==> src/rfsc_pkg.sv <==
`default_nettype none

package rfsc_pkg;

    localparam int unsigned MAX_FRAME = 32;

    localparam int unsigned CMD_W  = 8;
    localparam int unsigned LEN_W  = 6;
    localparam int unsigned SKIP_W = 8;
    localparam int unsigned POS_W  = 5;
    localparam int unsigned SUM_W  = 16;
    localparam int unsigned CFG_IDX_W = 2;
    localparam int unsigned CFG_DATA_W = 8;

    localparam logic [CFG_IDX_W-1:0] REG_EXPECTED_COMMAND = 2'd0;
    localparam logic [CFG_IDX_W-1:0] REG_FRAME_LENGTH     = 2'd1;
    localparam logic [CFG_IDX_W-1:0] REG_MAX_SKIP         = 2'd2;

    localparam logic [CMD_W-1:0]  RST_EXPECTED_COMMAND = 8'd1;
    localparam logic [LEN_W-1:0]  RST_FRAME_LENGTH     = 6'd23;
    localparam logic [SKIP_W-1:0] RST_MAX_SKIP         = 8'd100;

    localparam logic [LEN_W-1:0] MAX_FRAME_LEN = LEN_W'(MAX_FRAME);

    typedef struct packed {
        logic [CMD_W-1:0]  expected_command;
        logic [LEN_W-1:0]  frame_length;
        logic [SKIP_W-1:0] max_skip;
    } rfsc_cfg_t;

    typedef struct packed {
        logic              checksum_ok;
        logic              frame_end;
        logic              header_forced;
        logic [POS_W-1:0]  byte_position;
        logic              in_frame;
        logic [7:0]        data_byte;
    } rfsc_result_t;

endpackage

`default_nettype wire

==> src/reply_frame_sync_checksum.sv <==
// Channel  | Signals                          | Contents
// ---------+----------------------------------+-------------------------------------------
// input    | s_tvalid s_tready s_tdata        | received byte
// output   | m_tvalid m_tready m_tdata m_tuser| result for each byte, m_tlast = frame end
// config   | cfg_we cfg_index cfg_data        | expected command, frame length, skip limit
//
// Each byte takes one transfer in and yields one transfer out, through the input register and then the result register.
// The sustained rate is one byte per cycle while the output is not stalled, set by the framer's per-byte update.
// Reset empties the input and output registers and starts a hunt for a header.
// A stall on the output holds the result register; the input register then fills
// and further input transfers wait until the output is taken.
`default_nettype none

module reply_frame_sync_checksum
(
    input  wire logic                                clk,
    input  wire logic                                rst_n,
    input  wire logic                                s_tvalid,
    output      logic                                s_tready,
    input  wire logic [7:0]                          s_tdata,   // [7:0] rx_byte
    output      logic                                m_tvalid,
    input  wire logic                                m_tready,
    output      logic [15:0]                         m_tdata,   // [7:0] data_byte,
                                                                // [12:8] byte_position,
                                                                // [13] checksum_ok
    output      logic [1:0]                          m_tuser,   // [0] in_frame,
                                                                // [1] header_forced
    output      logic                                m_tlast,
    input  wire logic                                cfg_we,
    input  wire logic [rfsc_pkg::CFG_IDX_W-1:0]      cfg_index,
    input  wire logic [rfsc_pkg::CFG_DATA_W-1:0]     cfg_data
);

    rfsc_pkg::rfsc_cfg_t    cfg;
    rfsc_pkg::rfsc_result_t result;
    rfsc_pkg::rfsc_result_t out_reg;

    logic       in_valid_reg;
    logic [7:0] in_byte_reg;
    logic       out_valid_reg;
    logic       out_free;
    logic       advance;

    assign out_free = !out_valid_reg || m_tready;
    assign advance  = in_valid_reg && out_free;
    assign s_tready = !in_valid_reg || out_free;

    rfsc_cfg_regs u_cfg
    (
        .clk       (clk),
        .rst_n     (rst_n),
        .cfg_we    (cfg_we),
        .cfg_index (cfg_index),
        .cfg_data  (cfg_data),
        .cfg       (cfg)
    );

    rfsc_framer u_framer
    (
        .clk     (clk),
        .rst_n   (rst_n),
        .cfg     (cfg),
        .advance (advance),
        .byte_in (in_byte_reg),
        .result  (result)
    );

    always_ff @(posedge clk or negedge rst_n)
    begin
        if (!rst_n)
        begin
            in_valid_reg  <= 1'b0;
            out_valid_reg <= 1'b0;
        end
        else
        begin
            if (s_tready)
            begin
                in_valid_reg <= s_tvalid;
            end
            if (out_free)
            begin
                out_valid_reg <= advance;
            end
        end
    end

    always_ff @(posedge clk)
    begin
        if (s_tvalid && s_tready)
        begin
            in_byte_reg <= s_tdata;
        end
        if (advance)
        begin
            out_reg <= result;
        end
    end

    assign m_tvalid = out_valid_reg;
    assign m_tdata  = {2'b00, out_reg.checksum_ok, out_reg.byte_position, out_reg.data_byte};
    assign m_tuser  = {out_reg.header_forced, out_reg.in_frame};
    assign m_tlast  = out_reg.frame_end;

endmodule

`default_nettype wire

==> src/rfsc_cfg_regs.sv <==
`default_nettype none

module rfsc_cfg_regs
(
    input  wire logic                                clk,
    input  wire logic                                rst_n,
    input  wire logic                                cfg_we,
    input  wire logic [rfsc_pkg::CFG_IDX_W-1:0]      cfg_index,
    input  wire logic [rfsc_pkg::CFG_DATA_W-1:0]     cfg_data,
    output rfsc_pkg::rfsc_cfg_t                      cfg
);

    rfsc_pkg::rfsc_cfg_t cfg_reg;
    rfsc_pkg::rfsc_cfg_t cfg_next;

    always_comb
    begin
        cfg_next = cfg_reg;
        if (cfg_we)
        begin
            unique case (cfg_index)
                rfsc_pkg::REG_EXPECTED_COMMAND:
                    cfg_next.expected_command = cfg_data[rfsc_pkg::CMD_W-1:0];
                rfsc_pkg::REG_FRAME_LENGTH:
                    cfg_next.frame_length = cfg_data[rfsc_pkg::LEN_W-1:0];
                rfsc_pkg::REG_MAX_SKIP:
                    cfg_next.max_skip = cfg_data[rfsc_pkg::SKIP_W-1:0];
                default:
                    cfg_next = cfg_reg;
            endcase
        end
    end

    always_ff @(posedge clk or negedge rst_n)
    begin
        if (!rst_n)
        begin
            cfg_reg.expected_command <= rfsc_pkg::RST_EXPECTED_COMMAND;
            cfg_reg.frame_length     <= rfsc_pkg::RST_FRAME_LENGTH;
            cfg_reg.max_skip         <= rfsc_pkg::RST_MAX_SKIP;
        end
        else
        begin
            cfg_reg <= cfg_next;
        end
    end

    assign cfg = cfg_reg;

endmodule

`default_nettype wire

==> src/rfsc_framer.sv <==
`default_nettype none

module rfsc_framer
(
    input  wire logic              clk,
    input  wire logic              rst_n,
    input  rfsc_pkg::rfsc_cfg_t    cfg,
    input  wire logic              advance,
    input  wire logic [7:0]        byte_in,
    output rfsc_pkg::rfsc_result_t result
);

    logic                          hunting_reg;
    logic                          hunting_next;
    logic [rfsc_pkg::SKIP_W-1:0]   skip_reg;
    logic [rfsc_pkg::SKIP_W-1:0]   skip_next;
    logic [rfsc_pkg::POS_W-1:0]    pos_reg;
    logic [rfsc_pkg::POS_W-1:0]    pos_next;
    logic [rfsc_pkg::SUM_W-1:0]    sum_reg;
    logic [rfsc_pkg::SUM_W-1:0]    sum_next;
    logic [7:0]                    high_reg;
    logic [7:0]                    high_next;

    logic [rfsc_pkg::LEN_W-1:0]    len;
    logic [rfsc_pkg::SKIP_W-1:0]   limit;
    logic [rfsc_pkg::SKIP_W:0]     seen;
    logic [rfsc_pkg::LEN_W-1:0]    pos_plus1;
    logic [rfsc_pkg::LEN_W-1:0]    pos_plus2;
    logic                          match;

    assign len   = (cfg.frame_length > rfsc_pkg::MAX_FRAME_LEN) ?
                   rfsc_pkg::MAX_FRAME_LEN : cfg.frame_length;
    assign limit = (cfg.max_skip == '0) ? rfsc_pkg::SKIP_W'(1) : cfg.max_skip;
    assign seen  = {1'b0, skip_reg} + (rfsc_pkg::SKIP_W+1)'(1);
    assign match = (byte_in == cfg.expected_command);
    assign pos_plus1 = {1'b0, pos_reg} + rfsc_pkg::LEN_W'(1);
    assign pos_plus2 = {1'b0, pos_reg} + rfsc_pkg::LEN_W'(2);

    always_comb
    begin
        hunting_next = hunting_reg;
        skip_next    = skip_reg;
        pos_next     = pos_reg;
        sum_next     = sum_reg;
        high_next    = high_reg;

        result               = '0;
        result.data_byte     = byte_in;

        if (hunting_reg)
        begin
            if (match || (seen >= {1'b0, limit}))
            begin
                result.in_frame      = 1'b1;
                result.header_forced = !match;
                skip_next = '0;
                sum_next  = {8'd0, byte_in};
                high_next = '0;
                if (len <= rfsc_pkg::LEN_W'(1))
                begin
                    result.frame_end = 1'b1;
                    pos_next = '0;
                end
                else
                begin
                    hunting_next = 1'b0;
                    pos_next = rfsc_pkg::POS_W'(1);
                end
            end
            else
            begin
                skip_next = seen[rfsc_pkg::SKIP_W-1:0];
            end
        end
        else
        begin
            result.in_frame      = 1'b1;
            result.byte_position = pos_reg;
            if (pos_plus1 >= len)
            begin
                // Trailing byte: compare the sum with the held high byte and this one.
                result.frame_end   = 1'b1;
                result.checksum_ok = (len >= rfsc_pkg::LEN_W'(4)) &&
                                     (sum_reg == {high_reg, byte_in});
                hunting_next = 1'b1;
                pos_next     = '0;
                skip_next    = '0;
            end
            else
            begin
                if (pos_reg[0] && (pos_plus2 < len))
                begin
                    high_next = byte_in;
                end
                else if (!pos_reg[0] && (pos_plus2 <= len))
                begin
                    sum_next = sum_reg + {high_reg, byte_in};
                end
                if (pos_plus2 == len)
                begin
                    high_next = byte_in;
                end
                pos_next = pos_plus1[rfsc_pkg::POS_W-1:0];
            end
        end
    end

    always_ff @(posedge clk or negedge rst_n)
    begin
        if (!rst_n)
        begin
            hunting_reg <= 1'b1;
            skip_reg    <= '0;
            pos_reg     <= '0;
            sum_reg     <= '0;
            high_reg    <= '0;
        end
        else if (advance)
        begin
            hunting_reg <= hunting_next;
            skip_reg    <= skip_next;
            pos_reg     <= pos_next;
            sum_reg     <= sum_next;
            high_reg    <= high_next;
        end
    end

    assert property (@(posedge clk) disable iff (!rst_n)
        hunting_reg |-> (pos_reg == '0))
        else $error("Position is not zero while hunting.");

    assert property (@(posedge clk) disable iff (!rst_n)
        !hunting_reg |-> (pos_reg != '0))
        else $error("Position is zero inside a frame.");

    assert property (@(posedge clk) disable iff (!rst_n)
        (advance && result.frame_end) |=> hunting_reg)
        else $error("Hunt did not resume after the end of a frame.");

    assert property (@(posedge clk) disable iff (!rst_n)
        (advance && hunting_reg && result.in_frame) |=> (skip_reg == '0))
        else $error("Skip count was not cleared when a header was taken.");

endmodule

`default_nettype wire
==> config.mk <==
export PLATFORM = sky130hd
export DESIGN_NAME = reply_frame_sync_checksum
export DESIGN_NICKNAME = d
export VERILOG_FILES = /design/src/rfsc_pkg.sv /design/src/reply_frame_sync_checksum.sv /design/src/rfsc_cfg_regs.sv /design/src/rfsc_framer.sv
export SDC_FILE = /design/constraint.sdc
export NUM_CORES = 1
export LEC_CHECK = 0
export ABC_AREA = 1
export BUFFER_PORTS_ARGS = -buffer_cell sky130_fd_sc_hd__buf_2
export CORE_AREA = 3 3 114 116
export CTS_BUF_LIST = sky130_fd_sc_hd__clkbuf_16
export CTS_CLUSTER_SIZE = 16
export DETAILED_ROUTE_END_ITERATION = 6
export DIE_AREA = 0 0 117 119
export SETUP_SLACK_MARGIN = 0.5
export SYNTH_ARGS = -nofsm -noshare
export SYNTH_HDL_FRONTEND = slang
export SYNTH_SLANG_ARGS = --single-unit
==> constraint.sdc <==
create_clock -name clk -period 2.6 [get_ports clk]
set_clock_uncertainty 0.15 [all_clocks]
set_input_delay 0.26 -clock clk [delete_from_list [all_inputs] [get_ports clk]]
set_output_delay 0.26 -clock clk [all_outputs]
set_load 0.05 [all_outputs]
* Word-level counts from Yosys, hierarchy flattened
Cells that the tools add are included.
** Cells by class
- Reductions and logical operators :: 26
- Add/subtract/negate cells :: 4
- Bitwise logic cells :: 1
- Equal/unequal tests :: 8
- Multiplexer cells :: 27
- $lt $le $gt $ge :: 7
** Operator list (number)
- $mux W16 :: 5
- $mux W8 :: 9
- $add A16 B16 Y16 :: 1
- $eq A16 B16 Y1 :: 1
- $mux W5 :: 3
- $reduce_and A2 Y1 :: 6
- $add A8 B1 Y9 const B :: 1
- $ge A9 B8 Y1 :: 1
- $eq A8 B8 Y1 :: 1
- $logic_not A8 Y1 :: 1
- $mux W1 :: 8
- $add A5 B1 Y6 const B :: 1
- $add A5 B2 Y6 const B :: 1
- $eq A6 B6 Y1 :: 1
- $ge A6 B3 Y1 const B :: 1
- $ge A6 B6 Y1 :: 1
- $gt A6 B6 Y1 const B :: 1
- $le A6 B1 Y1 const B :: 1
- $le A6 B6 Y1 :: 1
- $lt A6 B6 Y1 :: 1
- $mux W6 :: 1
- $logic_and A1 B1 Y1 :: 5
- $reduce_and A5 Y1 :: 1
- $logic_not A1 Y1 :: 4
- 12 further kinds :: 16
** Storage, ports and cells
- Input bits :: 23
- Logic and storage cells :: 90
- Register bits after elaboration :: 87
- Output and inout port bits :: 21

* Longest topological paths before layout
Gate-level depths: netlist of the first run.
- Depth in word-level cells :: 8
- Depth in mapped cells :: 17

* Modules after synthesis
Synthesis of the first run repeated with hierarchy kept, for this count alone.
** Unflattened totals
- Cell total of the unflattened synthesis :: 677
- Area, all modules :: 5444.0 um^2
** By module, submodules not included
- rfsc_framer :: cells each 538, seq. area each 952.2 um^2, area each 3616.0 um^2, instances 1
- rfsc_cfg_regs :: cells each 99, seq. area each 560.5 um^2, area each 963.4 um^2, instances 1
- reply_frame_sync_checksum :: cells each 40, seq. area each 800.8 um^2, area each 864.6 um^2, instances 1

* Worst setup path after synthesis of the first run
No wires, ideal clock.
- Path type :: register to register
- Start point :: reg u_framer.skip_reg[0] in the netlist's numbering
- End point :: reg out_reg (netlist bit m_tlast), data pin
- Cell stages (with the launch flop) :: 17
- Library setup time :: 0.251 ns
- Required time :: 2.199 ns
- Setup slack :: 0.198 ns
- Arrival time :: 2.001 ns
- Buffers on the path :: 1
- Period minus slack after synthesis :: 2.402 ns
- Cells stage by stage :: dfrtp_1 ha_1 nand2_1 nor2_2 xor2_1 ha_1 nand2_1 inv_1 nand3b_1 nand3_1 nand2_1 nand2_1 nand2_1 nand3_4 buf_2 nand3_1 inv_1
** RTL lines
- from (decl) :: RTL line rfsc_framer.sv:15 : logic [rfsc_pkg::SKIP_W-1:0] skip_reg;
- from (signal assigned) :: RTL line rfsc_framer.sv:121 : skip_reg <= skip_next;
- to (signal assigned) :: RTL line reply_frame_sync_checksum.sv:96 : out_reg <= result;
- to (decl) :: RTL line reply_frame_sync_checksum.sv:36 : rfsc_pkg::rfsc_result_t out_reg;

* Worst setup path in the final report of the first run
- Start point :: reg u_cfg.cfg_reg (netlist bit u_cfg.cfg[12])
- End point :: reg u_framer.sum_reg[8] in the netlist's numbering
** On the way
- Longest elaborated chain between the ends :: 6
- Elaborated cells between the ends (all ways) :: 11
** Ends and longest elaborated chain
- from (decl) :: RTL line rfsc_cfg_regs.sv:13 : rfsc_pkg::rfsc_cfg_t cfg_reg;
- from (signal assigned) :: RTL line rfsc_cfg_regs.sv:44 : cfg_reg <= cfg_next;
- $gt A6 B6 Y1 :: RTL line rfsc_framer.sv:31 : assign len = (cfg.frame_length > rfsc_pkg::MAX_FRAME_LEN) ?
- $mux W6 (*) :: RTL line rfsc_framer.sv:31
- $lt A6 B6 Y1 / $le A6 B6 Y1 (equally long branches) :: RTL line rfsc_framer.sv:91, rfsc_framer.sv:95
- $logic_and A1 B1 Y1, on equally long branches :: RTL line rfsc_framer.sv:91, rfsc_framer.sv:95
- $ne A2 B1 Y1 (no line) / $reduce_bool A2 Y1 (equally long branches)
- $reduce_and A5 Y1 (no line) (*)
- to (signal assigned) :: RTL line rfsc_framer.sv:123 : sum_reg <= sum_next;
- to (decl) :: RTL line rfsc_framer.sv:19 : logic [rfsc_pkg::SUM_W-1:0] sum_reg;
Every way passes the cells marked *; elsewhere a longest branch is shown, timed or not.
A chain may end at the register's enable or synchronous reset.

==> results.txt, run 1 <==
----------------------------------------------------
[Clock tree]
  TritonCTS Buffers ... 9
  CTS clock-pin slew for the worst setup and hold paths ... approximately 70 ps
  Buffer type at the clock tree root ... sky130_fd_sc_hd__clkbuf_16
  Total number of clock tree sinks ... 87
  Bufs on Longest Clock Path ... 2
  Clock latency on the worst-skew pair ... roughly 350 ps
  TritonCTS clock tree ... yes
  H-Tree Depth ... 3

[Detailed routing]
  Post-detailed-route count of antenna-violating nets ... 0
  Length of the first detailed-routing pass in iterations ... 5
  Number of design rule violations left after detail routing ... 0
  Via count of the routed design ... approximately 5k
  Starting DRC count in detailed routing ... around 310
  Overall routed net length ... approximately 15 mm
  Vias per cell ... roughly 5.2
  Final routed wire length divided by cell count ... between 15 and 20 um

[Placement]
  Routability congestion estimate from global placement ... approximately 0.91
  Placed instance count ... between 800 and 900
  Count of input and output buffers ... 41
  Post-place instance area ... 5870 um2
  Hpwl dp ... around 10 mm

[Global route]
  Leftover overflow at the end of global routing ... 0
  Vias in the first global route ... ~4.7k
  Pin count of the biggest net entering global routing ... 37
  Most Crowded Layer GR ... met2
  Met2 capacity usage during global routing ... 35.5%
  Global routing usage on met3 ... between 5 and 6%
  Wire length of the first global-routing pass ... 24.3 mm
  Met1 GRT Util ... a little under a third
  Number of antenna violations at the first check in global routing ... 0
  Total global routing track utilization ... between 20% and 30%

[Job]
  Number of violations of the max-capacitance limit ... 0

[Floorplan]
  Die ar. ... around 14,000 um2
  Cell Rows ... 40
  Die Wd ... ~120 um
  Io pins ... 44
  Die H ... around 120 um
  Starting density of the core ... between 40 and 50%
  Core ar. ... roughly 12,000 um2

[Final layout]
  Design Area, Final ... 7030 um2
  Area Growth Syn to Fin ... 30.8%
  Flip-flop count of the largest register after layout ... 22
  Non-Filler Instances ... between 900 and 1k
  Share of cells above drive strength 1 ... between 20% and 30%
  Combined flip-flop and latch cell area ... 2320 um2
  Fill cells ... 1,052
  Layout Nets ... 848
  Antenna diode instance count ... 0
  Area occupied by multi-input gates ... 3050 um2

[Synthesis]
  Register area share after synthesis ... between 40 and 50%
  Warnings from Yosys ... 0
  Count of flip-flops with a built-in enable after synthesis ... 25
  Top cells by instance count after synthesis ... 231 x sky130_fd_sc_hd__nand2_1, 95 x sky130_fd_sc_hd__inv_1, 53 x sky130_fd_sc_hd__dfrtp_1
  Post-synthesis cell type count ... 35
  Leading cell type by number of instances after synthesis ... sky130_fd_sc_hd__nand2_1
  Ys async rst share ... ~70%
  Post-synthesis cell type with the largest combined area ... sky130_fd_sc_hd__dfrtp_1
  Post-synth design cell area ... approximately 5400 um2
  Post-synth top area share ... 24.7%
  Mapped Avg Cell Area ... roughly 7.8 um2
  Most used flip-flop cell after synthesis ... sky130_fd_sc_hd__dfrtp_1
  Mapped Cells ... between 600 and 700
  Flop and latch count out of synthesis ... slightly below 90
  Most area-consuming cells after synthesis ... sky130_fd_sc_hd__dfrtp_1 25%, sky130_fd_sc_hd__nand2_1 16%, sky130_fd_sc_hd__edfxtp_1 14%, sky130_fd_sc_hd__ha_1 8.8%, sky130_fd_sc_hd__inv_1 6.6%

[Timing]
  Transition time of the tightest slew-check pin ... approximately 1000 ps
  Hold Violations, Final ... 0
  Tightest hold margin ... slightly below 20 ps
  Final number of max-transition violations ... 0
  Maximum operating frequency ... roughly 390 MHz
  Final setup violation count ... 0
  Post-route fraction of the period consumed by the critical path ... between 90% and 100%
  Relative slew slack ... between 20 and 30%
  Setup repair after global routing missed its margin ... true
  Final sum of negative setup slack ... 0 ps
  Clock period minus worst slack ... 2600 ps

[Critical path]
  R2r setup slk ... 4 ps
  Crit path capture type ... flip-flop
  Crit path arrival time ... around 2700 ps
  Critical Setup Path Class ... reg2reg
  Worst reg-to-reg path cell count ... 16
  Source of the worst register-to-register timing path ... u_cfg.cfg[12]
  Largest driver fanout on the critical path ... 8
  Critical Path Source ... u_cfg.cfg[12]
  Data required time at the worst endpoint ... ~2700 ps
  Startpoint type of the worst setup path ... flip-flop

[Worst hold path]
  Hold depth ... 3
  Hold Crit Class ... in2reg
  Worst hold path startpoint ... cfg_data[6]

[Pwr]
  Leak pwr ... roughly 3.5 nW
  Cell Pwr Density ... approximately 1100 nW/um2
  IR drop worst, VDD ... slightly above 0.5 mV

[Run status]
  Status ... completed

----------------------------------------------------
-- final timing paths --
check                                           end
worst min-delay path                   u_cfg.cfg[6]
min in group asynchronous       u_framer.sum_reg[4]
worst min register to register  u_framer.sum_reg[0]
max in group asynchronous              u_cfg.cfg[8]
worst max register to register  u_framer.sum_reg[8]
worst max-delay path            u_framer.sum_reg[8]
-- per-layer routing --
layer	share of wire (%)	vias up
li1	-	2424
met1	46	2261
met2	47	155
met3	5.4	25
met4	2.0	0
met5	0	-
-- per-stage QoR --
stage / power, W / util [%] / setup slack, ps
2_1_floorplan: 0.00439 / - / 226
3_5_place_dp: 0.00525 / 48.9 / -1.83
3_3_place_gp: 0.00517 / 48.9 / 29.1
6_report: 0.00782 / 58.6 / 4.02
5_1_grt: 0.00837 / 58.6 / -174
4_1_cts: 0.00743 / 56.9 / 76.9
-- where the power goes --
| group | internal, W | switching, W |
|---|---|---|
| Combinational | 0.00182 | 0.00264 |
| Clock | 0.000748 | 0.000559 |
| Sequential | 0.00178 | 0.000272 |
-- cell usage in the layout, fill, tap and decap left out, types with 6 or more instances in the layout --
cell	Yosys	final
sky130_fd_sc_hd__edfxtp_1	25	25
sky130_fd_sc_hd__dlygate4sd3_1	0	10
sky130_fd_sc_hd__o21ai_0	36	31
sky130_fd_sc_hd__xnor2_1	6	6
sky130_fd_sc_hd__nand3_1	41	32
sky130_fd_sc_hd__ha_4	0	8
sky130_fd_sc_hd__nand2_2	3	14
sky130_fd_sc_hd__nand4_1	26	26
sky130_fd_sc_hd__dfrtp_1	53	51
sky130_fd_sc_hd__a21oi_1	14	11
sky130_fd_sc_hd__buf_6	2	13
sky130_fd_sc_hd__nand3_4	2	6
sky130_fd_sc_hd__nand2_1	231	209
sky130_fd_sc_hd__ha_1	38	28
sky130_fd_sc_hd__inv_1	95	92
sky130_fd_sc_hd__dfstp_2	9	9
sky130_fd_sc_hd__buf_2	6	41
sky130_fd_sc_hd__nand2_4	0	10
sky130_fd_sc_hd__xor2_1	12	10
sky130_fd_sc_hd__nand3_2	0	7
sky130_fd_sc_hd__nor2_1	46	42
sky130_fd_sc_hd__clkbuf_16	0	10
sky130_fd_sc_hd__buf_4	3	22
-- critical path: stages (launching register included) --
cell                      delay (ps)
sky130_fd_sc_hd__dfstp_2         370
sky130_fd_sc_hd__nor3_2          190
sky130_fd_sc_hd__nand3_2         160
sky130_fd_sc_hd__nand2_4         150
sky130_fd_sc_hd__nand2_4          90
sky130_fd_sc_hd__ha_4            260
sky130_fd_sc_hd__nand2_1          60
sky130_fd_sc_hd__nand2_1          60
sky130_fd_sc_hd__nand3_1         110
sky130_fd_sc_hd__nand3_1         100
sky130_fd_sc_hd__nand3_2         100
sky130_fd_sc_hd__nand2_4          80
sky130_fd_sc_hd__nor2_4          170
sky130_fd_sc_hd__buf_12          140
sky130_fd_sc_hd__nand3_4         150
sky130_fd_sc_hd__nand2_2         110
sky130_fd_sc_hd__nand2_2          40
-- final cells by class --
class	count	area share [%]
Timing Repair Buffer	95	11.5
Clock inverter	7	1.03
Sequential cell	87	32.9
Inverter	97	5.32
Tap cell	147	2.62
Multi-Input combinational cell	496	43.4
Clock buffer	9	3.20
-- cells by family after synthesis --
| family | after synthesis | share of synthesized area [%] |
|---|---|---|
| other cells | 1 | 0.0697 |
| fa+ha+maj | 39 | 9.22 |
| xor+xnor | 18 | 2.93 |
| buf+inv | 114 | 8.59 |
| compound gates | 57 | 5.52 |
| simple gates | 377 | 30.6 |
| flops | 87 | 43.0 |
-- what timing repair did --
item / 4_1_cts / 5_1_grt
cloned: 5 / 1
endpoints found under the setup margin: 42 / 42
hold buffers: 10 / 0
gates resized for setup: 81 / 25
setup buffers: 13 / 6
endpoints found under the hold margin: 35 / 0
pin swaps: 23 / 26
Power figures use the tool's default switching activity.
==> run 2: changes to the inputs <==
- CTS_BUF_LIST: sky130_fd_sc_hd__clkbuf_16 -> sky130_fd_sc_hd__clkbuf_8
==> run 2 against run 1 <==
  * Maximum frequency rose by 1.2%
  * Via count is 0.60% lower
  * Non-clock buffer count fell by 4
  * Worst setup slack better by 31 ps
  * Register-to-register slack improved by 30 ps
  * Worst hold slack worse by 4.6 ps
  * Critical endpoint is now u_framer.sum_reg[1]
  * Power decreased by 10%
  * Wire length decreased by 3.3%
  * Die area unchanged
  * Clock-buffer cell count is the same
  * Largest cell class unchanged
==> results.txt, run 2 (same netlist as run 1, synthesis figures left out) <==
----------------------------------------------------
[Placement]
  Count of input and output buffers ... 41 (unchanged)
  Worst setup slack after placement ... -1.83 ps (unchanged)
  Routability congestion estimate from global placement ... 0.907 (unchanged)
  Hpwl dp ... 10.3 mm (unchanged)

[Critical path]
  Source of the worst register-to-register timing path ... u_framer.skip_reg[1] (was u_cfg.cfg[12])
  Crit path arrival time ... 2680 ps (was 2690 ps)
  Max stage delay on crit path ... 400 ps (was 370 ps)
  Largest driver fanout on the critical path ... 8 (unchanged)
  R2r setup slk ... 40 ps (was 4 ps)
  Cell-by-cell trace of the critical path ... ha_2 -> nand2_2 -> nor2_4 -> buf_6 -> nand2_4 -> xor2_4 -> ha_4 -> nand2_2 -> inv_1 -> nand2_1 -> nand2_2 -> nand2_4 -> nand3_4 -> nand3_4 -> nand2_2 -> nand2_2 (was nor3_2 -> nand3_2 -> nand2_4 -> nand2_4 -> ha_4 -> nand2_1 -> nand2_1 -> nand3_1 -> nand3_1 -> nand3_2 -> nand2_4 -> nor2_4 -> buf_12 -> nand3_4 -> nand2_2 -> nand2_2)
  Critical Setup Path Class ... reg2reg (unchanged)
  Data required time at the worst endpoint ... 2720 ps (was 2690 ps)
  Capturing element of the worst setup path ... u_framer.sum_reg[1] (was u_framer.sum_reg[8])
  Crit path capture type ... flip-flop (unchanged)
  Startpoint type of the worst setup path ... flip-flop (unchanged)
  Critical Path Source ... u_framer.skip_reg[1] (was u_cfg.cfg[12])
  Cell type with the highest occurrence count on the critical path ... sky130_fd_sc_hd__nand2_2 (was sky130_fd_sc_hd__nand2_4)
  Master of the slowest instance on the critical path ... sky130_fd_sc_hd__dfrtp_1 (was sky130_fd_sc_hd__dfstp_2)
  Worst reg-to-reg path cell count ... 16 (unchanged)
  Capture instance of the worst register-to-register path ... u_framer.sum_reg[1] (was u_framer.sum_reg[8])

[Global route]
  Wire length of the first global-routing pass ... 23.6 mm (was 24.3 mm)
  Vias in the first global route ... 4,623 (was 4,671)
  Number of antenna violations at the first check in global routing ... 0 (unchanged)
  Leftover overflow at the end of global routing ... 0 (unchanged)
  Pin count of the biggest net entering global routing ... 37 (unchanged)
  Total global routing track utilization ... 21.8% (was 22.6%)

[Final layout]
  Most common cell after layout, fill and taps aside ... sky130_fd_sc_hd__nand2_1 (unchanged)
  Most used cells in the layout excluding fill and tap cells ... 205 x sky130_fd_sc_hd__nand2_1, 91 x sky130_fd_sc_hd__inv_1, 50 x sky130_fd_sc_hd__dfrtp_1 (was 209 x sky130_fd_sc_hd__nand2_1, 92 x sky130_fd_sc_hd__inv_1, 51 x sky130_fd_sc_hd__dfrtp_1)
  Share of cells above drive strength 1 ... 24.0% (was 23.6%)
  Layout Nets ... 844 (was 848)
  Area occupied by multi-input gates ... 3030 um2 (was 3050 um2)
  Flip-flop count of the largest register after layout ... 22 (unchanged)
  Fill cells ... 1,083 (was 1,052)
  Area Growth Syn to Fin ... 26.5% (was 30.8%)
  Combined flip-flop and latch cell area ... 2320 um2 (about the same)
  Antenna diode instance count ... 0 (unchanged)

[Clock tree]
  TritonCTS Buffers ... 9 (unchanged)
  Total number of clock tree sinks ... 87 (unchanged)
  TritonCTS clock tree ... yes (unchanged)
  Buffer type at the clock tree root ... sky130_fd_sc_hd__clkbuf_8 (was sky130_fd_sc_hd__clkbuf_16)
  Bufs on Longest Clock Path ... 2 (unchanged)
  CTS clock-pin slew for the worst setup and hold paths ... 80 ps (was 70 ps)
  Clock latency on the worst-skew pair ... 380 ps (was 350 ps)
  H-Tree Depth ... 3 (unchanged)

[Timing]
  Final sum of negative setup slack ... 0 ps (unchanged)
  Clock period minus worst slack ... 2560 ps (was 2600 ps)
  Hold Violations, Final ... 0 (unchanged)
  Transition time of the tightest slew-check pin ... 1090 ps (was 1050 ps)
  Final setup violation count ... 0 (unchanged)
  Final number of max-transition violations ... 0 (unchanged)
  Relative slew slack ... 27.0% (was 29.4%)
  Maximum operating frequency ... 390 MHz (was 385 MHz)
  Slack of the critical path ... 35.1 ps (was 4.02 ps)
  Setup repair after global routing missed its margin ... true (unchanged)
  Post-route fraction of the period consumed by the critical path ... 98.7% (was 99.8%)

[Floorplan]
  Die ar. ... 13,900 um2 (unchanged)
  Starting density of the core ... 44.8% (unchanged)
  Die H ... 119 um (unchanged)
  Io pins ... 44 (unchanged)
  Cell Rows ... 40 (unchanged)
  Core ar. ... 12,000 um2 (unchanged)
  Die Wd ... 117 um (unchanged)

[Detailed routing]
  Number of design rule violations left after detail routing ... 0 (unchanged)
  Final routed wire length divided by cell count ... 15.7 um (was 16.2 um)
  Starting DRC count in detailed routing ... 295 (was 311)
  Length of the first detailed-routing pass in iterations ... 5 (unchanged)
  Post-detailed-route count of antenna-violating nets ... 0 (unchanged)
  Overall routed net length ... 14.7 mm (was 15.2 mm)
  Vias per cell ... 5.18 (was 5.19)
  Via count of the routed design ... 4,836 (was 4,865)

[Pwr]
  Cell Pwr Density ... 1030 nW/um2 (was 1110 nW/um2)
  Leak pwr ... 3.43 nW (was 3.55 nW)
  Final Power ... 0.00703 W (was 0.00782 W)
  IR drop worst, VDD ... 0.435 mV (was 0.517 mV)

[Run status]
  Status ... completed (unchanged)

[Worst hold path]
  Hold Crit Class ... in2reg (unchanged)

[Job]
  Number of violations of the max-capacitance limit ... 0 (unchanged)

----------------------------------------------------
==> run 2: cell count changes in the layout (fill, tap and decap cells not counted), sizes merged <==
cell,previous run,this run
bufbuf,1,0
inv,100,99
clkbuf,10,9
buf,83,78
dlygate4sd3,10,13
clkinvlp,1,2
==> run 2: stage by stage <==
step	cells	hold WS, ps	instance area [um2]	utilization, %
after floorplan	694	-186	5420	-
after detailed placement	887	188	5870	48.9
after global routing	934	34.4	6800	56.6
after CTS	929	5.26	6550	54.5
after global placement	887	187	5870	48.9
final	934	14.7	6800	56.6
==> run 2: how the worst min path moves through the flow <==
stage	slack, ps	cells past startpoint	endpoint	startpoint
2_1_floorplan	-190	0	in_valid_reg	rst_n
3_3_place_gp	190	1	u_framer.sum_reg[3]	rst_n
3_5_place_dp	190	1	u_framer.sum_reg[3]	rst_n
4_1_cts	5	3	u_cfg.cfg[7]	cfg_data[7]
5_1_grt	30	3	u_cfg.cfg[5]	cfg_data[5]
6_report	10	3	u_cfg.cfg[12]	cfg_data[4]
==> run 2: timing repair <==
item                                    4_1_cts  5_1_grt
hold buffers                                 13        0
endpoints found under the setup margin       42       52
gates resized for setup                      58       47
setup buffers                                10        5
endpoints found under the hold margin        38        0
pin swaps                                     8       31
cloned                                        3        0
==> run 2: final cells by class <==
class / instances / share of cell area [%]
clock buffer: 9 / 1.82
clock inverter: 7 / 1.07
inverter: 97 / 5.52
multi-input combinational: 496 / 44.6
sequential: 87 / 34.1
tap: 147 / 2.70
timing repair buffer: 91 / 10.2
==> run 2: critical path, delay by kind of cell (launching register included) <==
family                     cells  cell delay (ps)
adders and majority gates      2              500
and+or+nand+nor               11             1090
xor gates and xnor gates       1              160
buffers and inverters          2              170
DFF                            1              400
==> run 2: power breakdown <==
group / total, W / switching [W] / leakage, nW / internal (W)
combinational: 0.00404 / 0.00252 / 2.31 / 0.00151
clock: 0.000955 / 0.000508 / 0.101 / 0.000447
sequential: 0.00204 / 0.000260 / 1.02 / 0.00178
==> run 2: routing by layer <==
layer | wire length, um | GRT usage, % | share of wire [%] | vias to the layer above
met1 | 6700 | 30.6 | 46 | 2273
met5 | 0 | 0 | 0 | -
met3 | 723 | 4.57 | 4.9 | 18
met4 | 226 | 6.38 | 1.5 | 0
met2 | 7040 | 33.8 | 48 | 130
li1 | - | - | - | 2415
==> run 3: changes to the inputs <==
--- a/config.mk
+++ b/config.mk
@@ -8,9 +8,8 @@
 export ABC_AREA = 1
 export BUFFER_PORTS_ARGS = -buffer_cell sky130_fd_sc_hd__buf_2
-export CORE_AREA = 3 3 114 116
-export CTS_BUF_LIST = sky130_fd_sc_hd__clkbuf_8
+export CORE_AREA = 2 2 113 115
 export CTS_CLUSTER_SIZE = 16
 export DETAILED_ROUTE_END_ITERATION = 6
-export DIE_AREA = 0 0 117 119
+export DIE_AREA = 0 0 115 117
 export SETUP_SLACK_MARGIN = 0.5
 export SYNTH_ARGS = -nofsm -noshare
--- a/constraint.sdc
+++ b/constraint.sdc
@@ -3,3 +3,3 @@
 set_input_delay 0.26 -clock clk [delete_from_list [all_inputs] [get_ports clk]]
 set_output_delay 0.26 -clock clk [all_outputs]
-set_load 0.05 [all_outputs]
+set_load 0.01 [all_outputs]
==> run 3 against run 2 <==
  * The flow now finishes with violations (setup timing)
  * Design area is 0.22% lower
  * First-iteration DRC count is 7.8% lower
  * Sequential cell count stayed put
  * Wire length is 1.6% lower
  * Largest cell class unchanged
  * Clock-buffer cell count is 3 higher
  * Non-clock buffer count is 4 higher
  * Worst hold slack worse by 1.0 ps
  * Final cell count is 0.64% higher
  * Clock power is 23% higher
  * Maximum frequency is 3.4% lower
==> results.txt, run 3 (same netlist as run 1, synthesis figures left out) <==
----------------------------------------------------
[Final layout]
  Fill cells ... 1,107 (was 1,083)
  Share of cells above drive strength 1 ... 21.9% (was 24.0%)
  Area Growth Syn to Fin ... 26.3% (was 26.5%)
  Antenna diode instance count ... 0 (unchanged)
  Most used cells in the layout excluding fill and tap cells ... 213 x sky130_fd_sc_hd__nand2_1, 90 x sky130_fd_sc_hd__inv_1, 52 x sky130_fd_sc_hd__dfrtp_1 (was 205 x sky130_fd_sc_hd__nand2_1, 91 x sky130_fd_sc_hd__inv_1, 50 x sky130_fd_sc_hd__dfrtp_1)
  Layout Nets ... 847 (was 844)
  Share of the core filled with cells ... 55.1% (was 56.6%)
  Most common cell after layout, fill and taps aside ... sky130_fd_sc_hd__nand2_1 (unchanged)
  Design Area, Final ... 6790 um2 (was 6800 um2)
  Flip-flop count of the largest register after layout ... 22 (unchanged)

[Global route]
  Number of antenna violations at the first check in global routing ... 0 (unchanged)
  Total global routing track utilization ... 22.0% (was 21.8%)
  Wire length of the first global-routing pass ... 22.7 mm (was 23.6 mm)
  Leftover overflow at the end of global routing ... 0 (unchanged)
  Pin count of the biggest net entering global routing ... 27 (was 37)
  Vias in the first global route ... 4,532 (was 4,623)

[Detailed routing]
  Wire length on met2 ... 6.81 mm (was 7.04 mm)
  Final routed wire length divided by cell count ... 15.4 um (was 15.7 um)
  Post-detailed-route count of antenna-violating nets ... 0 (unchanged)
  Overall routed net length ... 14.5 mm (was 14.7 mm)
  Routed met1 length ... 6.48 mm (was 6.70 mm)
  Vias per cell ... 5.23 (was 5.18)
  Starting DRC count in detailed routing ... 272 (was 295)
  Top routing layer in use ... met4 (unchanged)
  Met3 wire length ... 763 um (was 723 um)
  Length of the first detailed-routing pass in iterations ... 5 (unchanged)
  Via count of the routed design ... 4,916 (was 4,836)
  Number of design rule violations left after detail routing ... 0 (unchanged)

[Pwr]
  Leak pwr ... 3.46 nW (was 3.43 nW)
  Cell Pwr Density ... 1040 nW/um2 (was 1030 nW/um2)
  IR drop worst, VDD ... 0.515 mV (was 0.435 mV)

[Run status]
  Violations in the final reports ... setup timing
  Status ... finished, violations left (was completed)

[Placement]
  Count of input and output buffers ... 41 (unchanged)
  Routability congestion estimate from global placement ... 0.936 (was 0.907)
  Hpwl dp ... 9.99 mm (was 10.3 mm)
  Post-place instance area ... 5830 um2 (was 5870 um2)
  Worst setup slack after placement ... -70.6 ps (was -1.83 ps)

[Timing]
  Slack of the critical path ... -54.3 ps (was 35.1 ps)
  Relative slew slack ... 55.3% (was 27.0%)
  Clock period minus worst slack ... 2650 ps (was 2560 ps)
  Transition time of the tightest slew-check pin ... 669 ps (was 1090 ps)
  Post-route fraction of the period consumed by the critical path ... 102% (was 98.7%)
  Final sum of negative setup slack ... -333 ps (was 0 ps)
  Setup repair after global routing missed its margin ... true (unchanged)
  Final setup violation count ... 11 (was 0)
  Tightest hold margin ... 13.7 ps (was 14.7 ps)
  Hold Violations, Final ... 0 (unchanged)
  Final number of max-transition violations ... 0 (unchanged)
  Maximum operating frequency ... 377 MHz (was 390 MHz)

[Clock tree]
  CTS clock-pin slew for the worst setup and hold paths ... 60 ps (was 80 ps)
  TritonCTS clock tree ... yes (unchanged)
  TritonCTS Buffers ... 9 (unchanged)
  Bufs on Longest Clock Path ... 2 (unchanged)
  Buffer type at the clock tree root ... sky130_fd_sc_hd__clkbuf_16 (was sky130_fd_sc_hd__clkbuf_8)
  Clock latency on the worst-skew pair ... 350 ps (was 380 ps)
  H-Tree Depth ... 3 (unchanged)
  Total number of clock tree sinks ... 87 (unchanged)

[Critical path]
  Largest driver fanout on the critical path ... 8 (unchanged)
  Data required time at the worst endpoint ... 2690 ps (was 2720 ps)
  Crit path arrival time ... 2740 ps (was 2680 ps)
  Crit path capture type ... flip-flop (unchanged)
  R2r setup slk ... -50 ps (was 40 ps)
  Startpoint type of the worst setup path ... flip-flop (unchanged)
  Critical Setup Path Class ... reg2reg (unchanged)

[Floorplan]
  Die Wd ... 115 um (was 117 um)
  Starting density of the core ... 43.7% (was 44.8%)
  Cell Rows ... 41 (was 40)
  Io pins ... 44 (unchanged)
  Core ar. ... 12,300 um2 (was 12,000 um2)
  Die ar. ... 13,500 um2 (was 13,900 um2)
  Die H ... 117 um (was 119 um)

[Worst hold path]
  Hold Crit Class ... in2reg (unchanged)

[Job]
  Number of violations of the max-capacitance limit ... 0 (unchanged)

----------------------------------------------------
-- run 3: cell count changes in the layout (fill, tap and decap cells not counted), moves of 5 or more --
cell	before	now
sky130_fd_sc_hd__buf_4	24	33
sky130_fd_sc_hd__clkbuf_16	0	9
sky130_fd_sc_hd__clkbuf_8	9	0
sky130_fd_sc_hd__nand2_1	205	213
sky130_fd_sc_hd__nand2_2	23	14
sky130_fd_sc_hd__o21ai_2	7	2
-- run 3: metrics by stage --
step | total power, W | std cells
floorplan | 0.00423 | 694
detailed placement | 0.00503 | 886
finish | 0.00703 | 940
CTS | 0.00652 | 930
global placement | 0.00497 | 886
global route | 0.00756 | 940
-- run 3: cell type report --
class / count / area (um2) / share of cell area, %
sequential: 87 / 2310 / 34.1
tap: 150 / 188 / 2.76
clock buffer: 12 / 236 / 3.48
timing repair buffer: 95 / 684 / 10.1
multi-input combinational: 495 / 2970 / 43.7
inverter: 97 / 374 / 5.51
clock inverter: 4 / 23.8 / 0.350
-- run 3: critical path, cell delays in order (launching register included) --
cell and delay [ps]:
sky130_fd_sc_hd__dfrtp_1 420, sky130_fd_sc_hd__nor3_4 190, sky130_fd_sc_hd__nand3_2 130, sky130_fd_sc_hd__nand2_4 120
sky130_fd_sc_hd__nand2_2 100, sky130_fd_sc_hd__ha_1 300, sky130_fd_sc_hd__nand2_1 70, sky130_fd_sc_hd__nor2_2 140
sky130_fd_sc_hd__nand3_1 110, sky130_fd_sc_hd__nand3_1 120, sky130_fd_sc_hd__nand2_2 100, sky130_fd_sc_hd__nor2_4 200
sky130_fd_sc_hd__nand3_4 200, sky130_fd_sc_hd__nand2_1 120, sky130_fd_sc_hd__nand2_1 60
-- run 3: metal layers --
metal / vias up / GRT usage [%]
met2: 163 / 36.0
li1: 2425 / -
met3: 32 / 3.40
met4: 0 / 9.00
met5: - / 0
met1: 2296 / 29.5
-- run 3: what timing repair did --
action | 4_1_cts | 5_1_grt
cloned | 2 | 0
gates resized for setup | 21 | 63
pin swaps | 15 | 18
setup endpoints to repair | 42 | 42
buffers inserted | 16 | 10
hold buffers | 10 | 0
endpoints found under the hold margin | 25 | 0
-- run 3: power by group --
group          switching [W]  total (W)  internal, W
Combinational        0.00230    0.00380      0.00150
Sequential          0.000275    0.00206      0.00178
Clock               0.000531    0.00117     0.000644
-- run 3: final timing paths --
kind                                 startpoint              endpoint  cells after the start
min                                 cfg_data[6]          u_cfg.cfg[6]                      3
max in group asynchronous                 rst_n  u_framer.hunting_reg                      3
max                               u_cfg.cfg[11]   u_framer.sum_reg[0]                     14
min reg2reg                u_framer.sum_reg[11]  u_framer.sum_reg[11]                      2
min in group asynchronous                 rst_n   u_framer.pos_reg[3]                      2
max reg2reg                       u_cfg.cfg[11]   u_framer.sum_reg[0]                     14
